## src/design/sorted_array_find_or_insert_unit_assert.svh

```systemverilog
// assertion macros for the sorted array find-or-insert unit
// expects clk and rst_n in the scope of each use
`ifndef SORTED_ARRAY_FIND_OR_INSERT_UNIT_ASSERT_SVH
`define SORTED_ARRAY_FIND_OR_INSERT_UNIT_ASSERT_SVH

// same-cycle implication, checked out of reset
`define SAFI_ASSERT_IMPL(lbl, ante, cons, msg) \
  lbl: assert property (@(posedge clk) disable iff (!rst_n) (ante) |-> (cons)) \
    else $error(msg);

// next-cycle implication, checked out of reset
`define SAFI_ASSERT_NEXT(lbl, ante, cons, msg) \
  lbl: assert property (@(posedge clk) disable iff (!rst_n) (ante) |=> (cons)) \
    else $error(msg);

`endif

```

## src/design/safi_pkg.sv

```systemverilog
// shared types and constants for the sorted array find-or-insert unit
// no dependencies
package safi_pkg;

  // default list depth
  localparam int DEPTH_DEF = 32;

  // field widths
  localparam int VAL_W  = 32;
  localparam int POS_W  = 6;
  localparam int KIND_W = 2;
  localparam int OP_W   = 2;

  // request op codes
  localparam logic [OP_W-1:0] OP_CLEAR  = 2'd0;
  localparam logic [OP_W-1:0] OP_APPEND = 2'd1;
  localparam logic [OP_W-1:0] OP_QUERY  = 2'd2;

  // result kinds
  localparam logic [KIND_W-1:0] KIND_ACK   = 2'd0;
  localparam logic [KIND_W-1:0] KIND_FOUND = 2'd1;
  localparam logic [KIND_W-1:0] KIND_LIST  = 2'd2;
  localparam logic [KIND_W-1:0] KIND_FULL  = 2'd3;

  // compare unit result
  typedef struct packed {
    logic eq;
    logic gt;
  } cmp_res_t;

endpackage

```

## src/design/safi_mem.sv

```systemverilog
// entry store: one write port, one registered read port
// depends on safi_pkg
module safi_mem #(
  parameter int DEPTH = safi_pkg::DEPTH_DEF,
  parameter int AW    = (DEPTH > 1) ? $clog2(DEPTH) : 1
) (
  input  logic                         clk,
  input  logic                         we,
  input  logic [AW-1:0]                waddr,
  input  logic [safi_pkg::VAL_W-1:0]   wdata,
  input  logic                         re,
  input  logic [AW-1:0]                raddr,
  output logic [safi_pkg::VAL_W-1:0]   rdata
);

  logic [safi_pkg::VAL_W-1:0] mem [DEPTH];
  logic [safi_pkg::VAL_W-1:0] rdata_r;

  // write port
  always_ff @(posedge clk) begin
    if (we) begin
      mem[waddr] <= wdata;
    end
  end

  // read port, data held until the next read
  always_ff @(posedge clk) begin
    if (re) begin
      rdata_r <= mem[raddr];
    end
  end

  assign rdata = rdata_r;

endmodule

```

## src/design/safi_cmp.sv

```systemverilog
// shared signed compare unit used by the scan
// depends on safi_pkg
module safi_cmp (
  input  logic signed [safi_pkg::VAL_W-1:0] entry,
  input  logic signed [safi_pkg::VAL_W-1:0] key,
  output safi_pkg::cmp_res_t                res
);

  // equal and greater-than of a stored entry against the key
  always_comb begin
    res.eq = (entry == key);
    res.gt = (entry > key);
  end

endmodule

```

## src/design/sorted_array_find_or_insert_unit.sv

```systemverilog
// Clear, append and ignored ops answer with a single result; a query answers with a single
// result when the key is found or the list is full, else it inserts the key in order and
// then lists every entry of the array, one entry per result.
// Throughput: one request at a time; the serial scan and shift through the single read port
// of the entry store set how long each request takes.
// Reset (synchronous, active low) empties the list; the entry store is not cleared.
`include "sorted_array_find_or_insert_unit_assert.svh"
module sorted_array_find_or_insert_unit #(
  parameter int DEPTH = safi_pkg::DEPTH_DEF
) (
  input  logic        clk,
  input  logic        rst_n,
  // request channel
  input  logic        in_tvalid,
  output logic        in_tready,
  input  logic [31:0] in_tdata,   // [31:0] value
  input  logic [1:0]  in_tuser,   // [1:0] op
  // result channel
  output logic        out_tvalid,
  input  logic        out_tready,
  output logic [39:0] out_tdata,  // [5:0] position, [37:6] element, [39:38] zero
  output logic [1:0]  out_tuser,  // [1:0] kind
  output logic        out_tlast
);

  localparam int AW    = (DEPTH > 1) ? $clog2(DEPTH) : 1;
  localparam int CW    = $clog2(DEPTH + 1);
  localparam int VAL_W = safi_pkg::VAL_W;
  localparam int POS_W = safi_pkg::POS_W;

  typedef enum logic [8:0] {
    S_IDLE     = 9'b000000001,
    S_SCAN_RD  = 9'b000000010,
    S_SCAN_CMP = 9'b000000100,
    S_SHF_RD   = 9'b000001000,
    S_SHF_WR   = 9'b000010000,
    S_INS      = 9'b000100000,
    S_LIST_RD  = 9'b001000000,
    S_LIST_OUT = 9'b010000000,
    S_RESP     = 9'b100000000
  } state_t;

  state_t                              state_r, state_nxt;
  logic [CW-1:0]                       count_r, count_nxt;
  logic [CW-1:0]                       idx_r, idx_nxt;
  logic [CW-1:0]                       stop_r, stop_nxt;
  logic [VAL_W-1:0]                    value_r, value_nxt;
  logic [safi_pkg::KIND_W-1:0]         resp_kind_r, resp_kind_nxt;
  logic [POS_W-1:0]                    resp_pos_r, resp_pos_nxt;

  logic                                out_vld_r, out_vld_nxt;
  logic [safi_pkg::KIND_W-1:0]         out_kind_r, out_kind_nxt;
  logic [POS_W-1:0]                    out_pos_r, out_pos_nxt;
  logic [VAL_W-1:0]                    out_elem_r, out_elem_nxt;
  logic                                out_last_r, out_last_nxt;

  logic                                mem_we, mem_re;
  logic [AW-1:0]                       mem_waddr, mem_raddr;
  logic [VAL_W-1:0]                    mem_wdata, mem_rdata;
  safi_pkg::cmp_res_t                  cmp_res;

  logic                                full;
  logic                                out_free;
  logic                                in_fire;
  logic                                query_fire;
  logic [CW-1:0]                       count_inc;
  logic [CW-1:0]                       idx_inc, idx_dec;
  logic [POS_W+CW-1:0]                 pos_wide;
  logic [POS_W-1:0]                    pos_idx;

  // entry store and shared comparator
  safi_mem #(.DEPTH(DEPTH), .AW(AW)) u_mem (
    .clk   (clk),
    .we    (mem_we),
    .waddr (mem_waddr),
    .wdata (mem_wdata),
    .re    (mem_re),
    .raddr (mem_raddr),
    .rdata (mem_rdata)
  );

  safi_cmp u_cmp (
    .entry (mem_rdata),
    .key   (value_r),
    .res   (cmp_res)
  );

  // helpers
  assign full       = (count_r == CW'(DEPTH));
  assign out_free   = !out_vld_r || out_tready;
  assign in_fire    = in_tvalid && in_tready;
  assign query_fire = in_fire && (in_tuser == safi_pkg::OP_QUERY);
  assign count_inc  = CW'(count_r + 1'b1);
  assign idx_inc    = CW'(idx_r + 1'b1);
  assign idx_dec    = CW'(idx_r - 1'b1);
  assign pos_wide   = {{POS_W{1'b0}}, idx_r} + 1'b1;
  assign pos_idx    = pos_wide[POS_W-1:0];

  assign in_tready = (state_r == S_IDLE);

  // sequencer
  always_comb begin
    state_nxt     = state_r;
    count_nxt     = count_r;
    idx_nxt       = idx_r;
    stop_nxt      = stop_r;
    value_nxt     = value_r;
    resp_kind_nxt = resp_kind_r;
    resp_pos_nxt  = resp_pos_r;
    out_vld_nxt   = out_vld_r && !out_tready;
    out_kind_nxt  = out_kind_r;
    out_pos_nxt   = out_pos_r;
    out_elem_nxt  = out_elem_r;
    out_last_nxt  = out_last_r;
    mem_we        = 1'b0;
    mem_waddr     = idx_r[AW-1:0];
    mem_wdata     = mem_rdata;
    mem_re        = 1'b0;
    mem_raddr     = idx_r[AW-1:0];

    case (state_r)
      S_IDLE: begin
        if (in_fire) begin
          value_nxt     = in_tdata;
          resp_kind_nxt = safi_pkg::KIND_ACK;
          resp_pos_nxt  = '0;
          state_nxt     = S_RESP;
          case (in_tuser)
            safi_pkg::OP_CLEAR: begin
              count_nxt = '0;
            end
            safi_pkg::OP_APPEND: begin
              if (full) begin
                resp_kind_nxt = safi_pkg::KIND_FULL;
              end else begin
                mem_we    = 1'b1;
                mem_waddr = count_r[AW-1:0];
                mem_wdata = in_tdata;
                count_nxt = count_inc;
              end
            end
            safi_pkg::OP_QUERY: begin
              idx_nxt   = '0;
              state_nxt = S_SCAN_RD;
            end
            default: begin
              // unused op, acknowledge only
            end
          endcase
        end
      end

      // issue the read of the next entry, or end of list
      S_SCAN_RD: begin
        if (idx_r == count_r) begin
          stop_nxt = count_r;
          if (full) begin
            resp_kind_nxt = safi_pkg::KIND_FULL;
            resp_pos_nxt  = '0;
            state_nxt     = S_RESP;
          end else begin
            idx_nxt   = count_r;
            state_nxt = S_INS;
          end
        end else begin
          mem_re    = 1'b1;
          state_nxt = S_SCAN_CMP;
        end
      end

      // compare the entry against the key
      S_SCAN_CMP: begin
        if (cmp_res.eq) begin
          resp_kind_nxt = safi_pkg::KIND_FOUND;
          resp_pos_nxt  = pos_idx;
          state_nxt     = S_RESP;
        end else if (cmp_res.gt) begin
          stop_nxt = idx_r;
          if (full) begin
            resp_kind_nxt = safi_pkg::KIND_FULL;
            resp_pos_nxt  = '0;
            state_nxt     = S_RESP;
          end else begin
            idx_nxt   = count_r;
            state_nxt = S_SHF_RD;
          end
        end else begin
          idx_nxt   = idx_inc;
          state_nxt = S_SCAN_RD;
        end
      end

      // shift up: read entry below the hole
      S_SHF_RD: begin
        mem_re    = 1'b1;
        mem_raddr = idx_dec[AW-1:0];
        state_nxt = S_SHF_WR;
      end

      // shift up: move it into the hole
      S_SHF_WR: begin
        mem_we    = 1'b1;
        mem_waddr = idx_r[AW-1:0];
        mem_wdata = mem_rdata;
        idx_nxt   = idx_dec;
        state_nxt = (idx_dec == stop_r) ? S_INS : S_SHF_RD;
      end

      // place the key at the stop point
      S_INS: begin
        mem_we    = 1'b1;
        mem_waddr = stop_r[AW-1:0];
        mem_wdata = value_r;
        count_nxt = count_inc;
        idx_nxt   = '0;
        state_nxt = S_LIST_RD;
      end

      // list the whole array
      S_LIST_RD: begin
        mem_re    = 1'b1;
        state_nxt = S_LIST_OUT;
      end

      S_LIST_OUT: begin
        if (out_free) begin
          out_vld_nxt  = 1'b1;
          out_kind_nxt = safi_pkg::KIND_LIST;
          out_pos_nxt  = pos_idx;
          out_elem_nxt = mem_rdata;
          out_last_nxt = (idx_inc == count_r);
          idx_nxt      = idx_inc;
          state_nxt    = (idx_inc == count_r) ? S_IDLE : S_LIST_RD;
        end
      end

      // single-result answer
      S_RESP: begin
        if (out_free) begin
          out_vld_nxt  = 1'b1;
          out_kind_nxt = resp_kind_r;
          out_pos_nxt  = resp_pos_r;
          out_elem_nxt = '0;
          out_last_nxt = 1'b1;
          state_nxt    = S_IDLE;
        end
      end

      default: begin
        state_nxt = S_IDLE;
      end
    endcase
  end

  // control registers
  always_ff @(posedge clk) begin
    if (!rst_n) begin
      state_r   <= S_IDLE;
      count_r   <= '0;
      out_vld_r <= 1'b0;
    end else begin
      state_r   <= state_nxt;
      count_r   <= count_nxt;
      out_vld_r <= out_vld_nxt;
    end
  end

  // payload registers
  always_ff @(posedge clk) begin
    idx_r       <= idx_nxt;
    stop_r      <= stop_nxt;
    value_r     <= value_nxt;
    resp_kind_r <= resp_kind_nxt;
    resp_pos_r  <= resp_pos_nxt;
    out_kind_r  <= out_kind_nxt;
    out_pos_r   <= out_pos_nxt;
    out_elem_r  <= out_elem_nxt;
    out_last_r  <= out_last_nxt;
  end

  // result port
  assign out_tvalid = out_vld_r;
  assign out_tuser  = out_kind_r;
  assign out_tlast  = out_last_r;
  assign out_tdata  = {2'b00, out_elem_r, out_pos_r};

  // checks
  `SAFI_ASSERT_IMPL(a_count_bound, 1'b1, count_r <= CW'(DEPTH), "entry count beyond depth")
  `SAFI_ASSERT_NEXT(a_query_scan, query_fire, state_r == S_SCAN_RD, "query did not start scan")
  `SAFI_ASSERT_NEXT(a_ins_count, state_r == S_INS, count_r == $past(count_inc), "count not grown")
  `SAFI_ASSERT_IMPL(a_shift_above_stop, state_r == S_SHF_RD, idx_r > stop_r, "shift below stop")

endmodule
```

## config.mk

```make
export PLATFORM = sky130hd
export DESIGN_NAME = sorted_array_find_or_insert_unit
export DESIGN_NICKNAME = d
export VERILOG_FILES = /design/src/design/safi_pkg.sv /design/src/design/safi_mem.sv /design/src/design/safi_cmp.sv /design/src/design/sorted_array_find_or_insert_unit.sv
export VERILOG_INCLUDE_DIRS = /design/src /design/src/design
export SDC_FILE = /design/constraint.sdc
export NUM_CORES = 2
export LEC_CHECK = 0
export BUFFER_PORTS_ARGS = -buffer_cell sky130_fd_sc_hd__buf_4
export CAP_MARGIN = 20
export CORE_MARGIN = 2
export CORE_UTILIZATION = 40
export CTS_BUF_LIST = sky130_fd_sc_hd__clkbuf_8 sky130_fd_sc_hd__clkbuf_16
export DETAILED_ROUTE_END_ITERATION = 10
export PLACE_DENSITY = 0.62
export SYNTH_ARGS = -nofsm -noshare
export SYNTH_HDL_FRONTEND = slang
export SYNTH_SLANG_ARGS = --single-unit
```

## constraint.sdc

```tcl
create_clock -name clk -period 4.05 [get_ports clk]
set_input_delay 0.405 -clock clk [delete_from_list [all_inputs] [get_ports clk]]
set_output_delay 0.405 -clock clk [all_outputs]
set_load 0.01 [all_outputs]
```

**After elaboration in Yosys (flattened, before gate mapping)**

Memories as Yosys holds them, arrays and structs flattened. A register that Yosys moved wholly into a read port is not among the register bits.
Index checks and enable logic that the tools add are counted.

- Register bits after elaboration: 109
- Bits in writable memories: 1,024
- Input bits: 38
- Output and inout port bits: 45
- Logic and storage cells: 138
- Memories: 1

- Add/sub/neg operators: 4
- Order comparisons: 1
- Equal/unequal tests: 26
- Mux-type cells: 73
- Reduce and logical (&&, ||, !) cells: 21

Memory list:

| memory | depth | bits a word | rd ports | clocked after Yosys merged registers in | write ports | line | source |
|---|---|---|---|---|---|---|---|
| u_mem.mem | 32 | 32 | 1 | 1 | 1 | safi_mem.sv:16 | `logic [safi_pkg::VAL_W-1:0] mem [DEPTH];` |

Operator list:

| cell | number |
|---|---|
| 32-bit two-way mux | 5 |
| 32-bit case mux with 2 select lines | 2 |
| 6-bit two-way mux | 20 |
| 9-bit two-way mux | 9 |
| 9-bit case mux with 9 select lines | 1 |
| 6-bit case mux with 2 select lines | 4 |
| 6-bit case mux with 6 select lines | 1 |
| 32-bit equality test | 1 |
| 32-bit greater-than comparator | 1 |
| 5-bit two-way mux | 4 |
| 6-bit by 1-bit adder with 6-bit output (second input constant) | 3 |
| 6-bit equality test | 3 |
| 2-bit two-way mux | 9 |
| 6-bit case mux with 3 select lines | 1 |
| 4-bit AND reduction | 3 |
| 1-bit two-way mux | 10 |
| 2-bit != test (second input constant) | 5 |
| 5-bit case mux with 2 select lines | 1 |
| 9-bit by 1-bit equality test with 1-bit output (second input constant) | 1 |
| 9-bit by 2-bit equality test with 1-bit output (second input constant) | 1 |
| 9-bit by 3-bit equality test with 1-bit output (second input constant) | 1 |
| 9-bit by 4-bit equality test with 1-bit output (second input constant) | 1 |
| 9-bit by 5-bit equality test with 1-bit output (second input constant) | 1 |
| 9-bit by 6-bit equality test with 1-bit output (second input constant) | 1 |
| 25 further kinds | 36 |

**Logic depth before layout (Yosys ltp)**

- Depth in word-level cells: 7
- Depth in mapped cells: 13
- Gate-level depth less buffers: 9

**By module**

From an unflattened synthesis, not the netlist that was laid out.

- Cell total of the unflattened synthesis: 2,941
- Area total of the unflattened synthesis: 47,490.5 um2

Modules (own cells, without submodules):

| module | instances | cells each | area an instance (um2) | seq. area each (um2) |
|---|---|---|---|---|
| safi_mem | 1 | 2,260 | 40,812.9 | 31,710.4 |
| sorted_array_find_or_insert_unit | 1 | 563 | 5,806.8 | 3,113.0 |
| safi_cmp | 1 | 118 | 870.8 | 0.0 |

**Worst setup path before layout**

No wires, ideal clock.

- Kind: reg2reg
- From: register count_r[0]
- To: memory u_mem.mem[4][0] (netlist name), enable pin
- Library setup time: 0.421 ns
- Arrival: 3.717 ns
- Required time: 3.629 ns
- Setup slack: -0.088 ns
- Cell stages (with the launch flop): 12
- Path buffers: 2
- Period minus slack after synthesis: 4.138 ns
- Cell sequence: dfxtp_1 clkbuf_1 inv_1 ha_1 nor4bb_1 and2_1 buf_2 mux2i_1 o211a_1 a21boi_0 nand2_1 nor2_1

- Cells in the longest elaborated chain, start to end: 7
- Elaborated cells on any way between the ends: 11
- Those cells by class: eq/ne (1); mux (10)

Ends and longest elaborated chain:

| element | line | source |
|---|---|---|
| from (decl) | sorted_array_find_or_insert_unit.sv:44 | `logic [CW-1:0] count_r, count_nxt;` |
| from (signal assigned) | sorted_array_find_or_insert_unit.sv:263 | `count_r <= count_nxt;` |
| 6-bit equality test | sorted_array_find_or_insert_unit.sv:89 | `assign full = (count_r == CW'(DEPTH));` |
| 1-bit two-way mux | sorted_array_find_or_insert_unit.sv:133 | `if (full) begin` |
| 1-bit two-way mux | sorted_array_find_or_insert_unit.sv:128 | `case (in_tuser)` |
| 1-bit two-way mux | sorted_array_find_or_insert_unit.sv:123 | `if (in_fire) begin` |
| 1-bit case mux with 2 select lines | sorted_array_find_or_insert_unit.sv:121 | `case (state_r)` |
| 1-bit two-way mux | safi_mem.sv:21 | `if (we) begin` |
| 1-bit two-way mux (implied by the code) | safi_mem.sv:22 | `mem[waddr] <= wdata;` |
| to (decl) | safi_mem.sv:16 |  |

Parallel ways exist; a longest one is shown, timed or not.

**Final worst setup path**

- From: register state_r[2]
- To: register u_mem.rdata_r (netlist bit u_mem.rdata[26]), read port of u_mem.mem (data pin)

- Cells in the longest elaborated chain, start to end: 3
- Elaborated cells on any way between the ends: 6
- Those cells by class: eq/ne (3); mux (2); reduce/logical (1)

Ends and longest elaborated chain:

| element | line | source |
|---|---|---|
| from (decl) | sorted_array_find_or_insert_unit.sv:43 | `state_t state_r, state_nxt;` |
| from (signal assigned) | sorted_array_find_or_insert_unit.sv:262 | `state_r <= state_nxt;` |
| 9-bit by 7-bit equality test with 1-bit output or 9-bit by 4-bit equality test with 1-bit output (tied branches) | sorted_array_find_or_insert_unit.sv:121 |  |
| 2-bit OR reduction (no line) | -- |  |
| 1-bit case mux with 2 select lines | sorted_array_find_or_insert_unit.sv:121 |  |
| to (decl) | safi_mem.sv:17 | `logic [safi_pkg::VAL_W-1:0] rdata_r;` |

Parallel ways exist; a longest one is shown, timed or not.
A chain may end at the register's enable or synchronous reset.

==> impl_summary.log <==
[metrics] sinks on the clock net: 1165
[metrics] peak supply drop: 0.349 mV
[metrics] worst path cell trace: or2_0 > nor3_4 > xnor2_2 > buf_4 > nand2_1 > a32oi_1 > a31oi_1 > nor4_1
[metrics] starting density of the core: 40.2%
[metrics] number of max-slew violations in the final report: 0
[metrics] Finished Core Util: 47.6%
[metrics] via count of the first global-routing pass: 29200
[metrics] Core Region: 0.118 sq mm
[metrics] antenna diode count: 0
[metrics] fin worst setup slack: 6.38 ps
[metrics] Slowest cell on crit path: xnor2_2
[metrics] endpoint of the worst register-to-register path: u_mem.rdata[26]$_DFFE_PP_
[metrics] DRC violation count after routing: 0
[metrics] Clock transition at path regs: 60 ps
[metrics] Max-cap violations: 0
[metrics] Post-Route Setup TNS: 0 ps
[metrics] dpl hpwl: 80.3 mm
[metrics] fillers: 10100
[metrics] insertion delay to the later sink of the worst-skew pair: 720 ps
[metrics] Clk Tree Root Cell: clkbuf_16
[metrics] R2R Path Start: state_r[2]$_SDFFE_PN0P_
[metrics] total power consumption of the routed design: 30.5 mW
[metrics] Die Span Y: 348 microns
[metrics] WP data arrival: 4460 ps
[metrics] Post-synth ARST share: 0%
[metrics] endpoint class of the critical path: flip-flop
[metrics] most frequent standard cell in the layout excluding fill and tap cells: edfxtp_1
[metrics] Hold Path Class: primary input to flip-flop
[metrics] warning count from the yosys run: 0
[metrics] launch point of the worst hold path: in_tuser[0]
[metrics] Max Clk Rate: 0.247 GHz
[metrics] RD Place Congestion: 0.872
[metrics] highest-count cells in the layout ignoring fill and taps: 1149 x edfxtp_1, 813 x nand2_1, 212 x buf_4
[metrics] drt total wl: 137 mm
[metrics] worst hold path endpoint: count_r[5]$_SDFFE_PN0P_
[metrics] clock tree from TritonCTS: built
[metrics] number of setup violations in the final report: 0
[metrics] setup slack of the most critical reg-to-reg path: 6 ps
[metrics] pre-CTS WS: -84.1 ps
[metrics] FP Rows: 126
[metrics] full die area: 0.121 sq mm
[metrics] number of antenna violations at the first check in global routing: 3
[metrics] Via density: 5.80
[metrics] worst reg2reg path depth: 8
[metrics] count of vias placed by the detailed router: 31000
[metrics] power density normalized to cell area: 544 mW/mm^2
[metrics] IO Pins: 83
[metrics] count of input and output buffers: 80
[metrics] crit path max fanout: 42
[metrics] number of nets in the finished design: 3780
[metrics] sequential fraction of the synthesis area: 73.6%
[metrics] remaining global-route overflow: 0
[metrics] worst hold margin: 86.2 ps
[metrics] H-tree Lvls: 3
[metrics] layout cell share with drive strength beyond 1: 13.8%
[metrics] synthesized flop and latch total: 1165
[metrics] Netlist cell types: 73
[metrics] run status: finished clean
[metrics] largest buffer count on any clock path: 3
[metrics] Leakage: 19.1 nW
[metrics] RSZ-0062 raised after global routing: false
[metrics] detailed-router iteration count before antenna repair: 7
[metrics] die width: 348 microns
[metrics] Post-DRT Antenna Nets: 0
[metrics] synthesis-to-finish area growth: 18.4%
[metrics] worst setup path startpoint: state_r[2]$_SDFFE_PN0P_
[metrics] number of enable flip-flop cells after synthesis: 1149
[metrics] headroom to the max-slew limit: 26.4%
[metrics] cell area after synthesis: 0.0473 sq mm
[metrics] post-synthesis cell count: 3503
[metrics] average routed wire per standard cell: 25.8 microns
[metrics] maximum number of pins on one net before global-route repair: 91
[metrics] most used flip-flop cell after synthesis: edfxtp_1
[metrics] required time worst endpoint: 4460 ps
[metrics] first-pass GRT wire length: 199 mm
[metrics] Worst path max stage delay: 860 ps
[metrics] Num CTS Buffers: 113
[metrics] Slew @ Worst Pin: 1100 ps
[metrics] hold-critical path depth: 3
[metrics] CP Launch Type: flip-flop
[metrics] final hold viol count: 0
[metrics] GRT Resource Usage Total: 22.3%
[metrics] Tcrit/Tclk final: 99.8%
[metrics] time the worst path needs with I/O delays and setup: 4040 ps
[metrics] average footprint of a synthesized cell: 13.5 sq um
[metrics] number of violations reported at the end of detailed-routing iteration 0: 3804
[metrics] Setup Skew: 30.6 ps
[metrics] worst setup path class: flip-flop to flip-flop
worst max path at each step:
stage	end	slack, ps	cells past startpoint
floorplan	u_mem.mem[4][0]$_DFFE_PP_	-90	11
global placement	u_mem.rdata[30]$_DFFE_PP_	-540	10
detailed placement	u_mem.rdata[30]$_DFFE_PP_	-80	10
CTS	u_mem.rdata[26]$_DFFE_PP_	120	10
global route	u_mem.rdata[29]$_DFFE_PP_	2	9
finish	u_mem.rdata[26]$_DFFE_PP_	6	8
synth_stat cells (3+ instances only):
cell type	count	area, sq um
and2_1	39	244
and3_1	135	845
xor2_1	13	114
buf_2	46	230
nand4_1	19	119
a221oi_1	4	35.0
or3_1	4	25.0
clkbuf_1	181	679
o211ai_1	5	37.5
mux2i_1	4	40.0
buf_1	7	26.3
a211oi_1	132	991
a31oi_1	195	1220
nor3_1	12	60.1
dfxtp_1	16	320
nor2_1	75	282
o31ai_1	4	30.0
a32oi_1	65	569
nand2_1	814	3060
o21a_1	4	30.0
o22ai_1	71	444
nor2b_1	9	56.3
xnor2_1	22	193
o21ai_0	20	100
edfxtp_1	1149	34500
o21ai_1	3	15.0
nor4_1	38	238
a21oi_1	96	480
a211o_1	3	26.3
inv_1	46	173
nand3b_1	66	495
ha_1	36	450
a22oi_1	33	248
nand3_1	82	410
cells by family after synthesis:
kind of cell | after synthesis | synth area share (%)
and+or+nand+nor | 1317 | 12.8
DFF | 1165 | 73.6
AOI/OAI and AO/OA | 659 | 9.45
buffers and inverters | 284 | 2.40
adders and majority gates | 36 | 0.952
xor gates and xnor gates | 35 | 0.648
muxes | 6 | 0.132
other | 1 | 0.00793
power breakdown:
part,leakage [nW],switching [mW],total (mW),internal [mW]
Clock,1.91,4.56,10.8,6.20
Combinational,6.73,3.98,6.00,2.02
Sequential,10.5,0.112,13.7,13.6
Total,19.1,8.65,30.5,21.8
cell type report:
| type | count | area [sq um] | area share [%] |
|---|---|---|---|
| flip-flops and latches | 1165 | 34800 | 62.2 |
| clock buffers | 114 | 2850 | 5.10 |
| well taps | 1536 | 1920 | 3.43 |
| multi-input cells | 2055 | 11800 | 21.1 |
| repair buffers | 325 | 3490 | 6.24 |
| clock inverters | 97 | 935 | 1.67 |
| inverters | 46 | 173 | 0.308 |
flip-flops by register name (all words and copies together) (netlist names):
signal / flops
idx_r: 6
out_tuser: 2
u_mem.mem: 1024
resp_kind_r: 2
out_pos_r: 6
value_r: 32
state_r: 9
count_r: 6
out_elem_r: 32
resp_pos_r: 6
out_tlast: 1
out_tvalid: 1
u_mem.rdata: 32
stop_r: 6
worst max-delay path, delay by kind of cell, from the launching register on:
family	cells	cell delay, ps
xor+xnor	1	860
buf+inv	1	580
simple gates	4	1350
flops	1	450
compound gates	2	430
what timing repair did:
item                                    CTS  global route
resized for setup                         1             1
hold endpoints to repair                 40             0
setup buffers                             0             2
hold buffers                             33             0
endpoints found under the setup margin    1             3
metrics by stage:
| stage | std cells | instance area (sq um) |
|---|---|---|
| 2_1_floorplan | 3504 | 47300 |
| 3_3_place_gp | 5090 | 51800 |
| 3_5_place_dp | 5091 | 51800 |
| 4_1_cts | 5335 | 56000 |
| 5_1_grt | 5338 | 56000 |
| 6_report | 5338 | 56000 |
layer usage:
| layer | routed length (microns) | GRT usage [%] | up-vias | part of all wire, % |
|---|---|---|---|---|
| li1 | - | - | 13700 | - |
| met3 | 12900 | 4.43 | 238 | 9.4 |
| met1 | 57000 | 31.1 | 15500 | 41 |
| met2 | 63800 | 35.3 | 1491 | 46 |
| met4 | 3710 | 6.65 | 2 | 2.7 |
| met5 | 13 | 0 | - | 0.0095 |
Note: power is estimated with default switching activity, not from simulation.
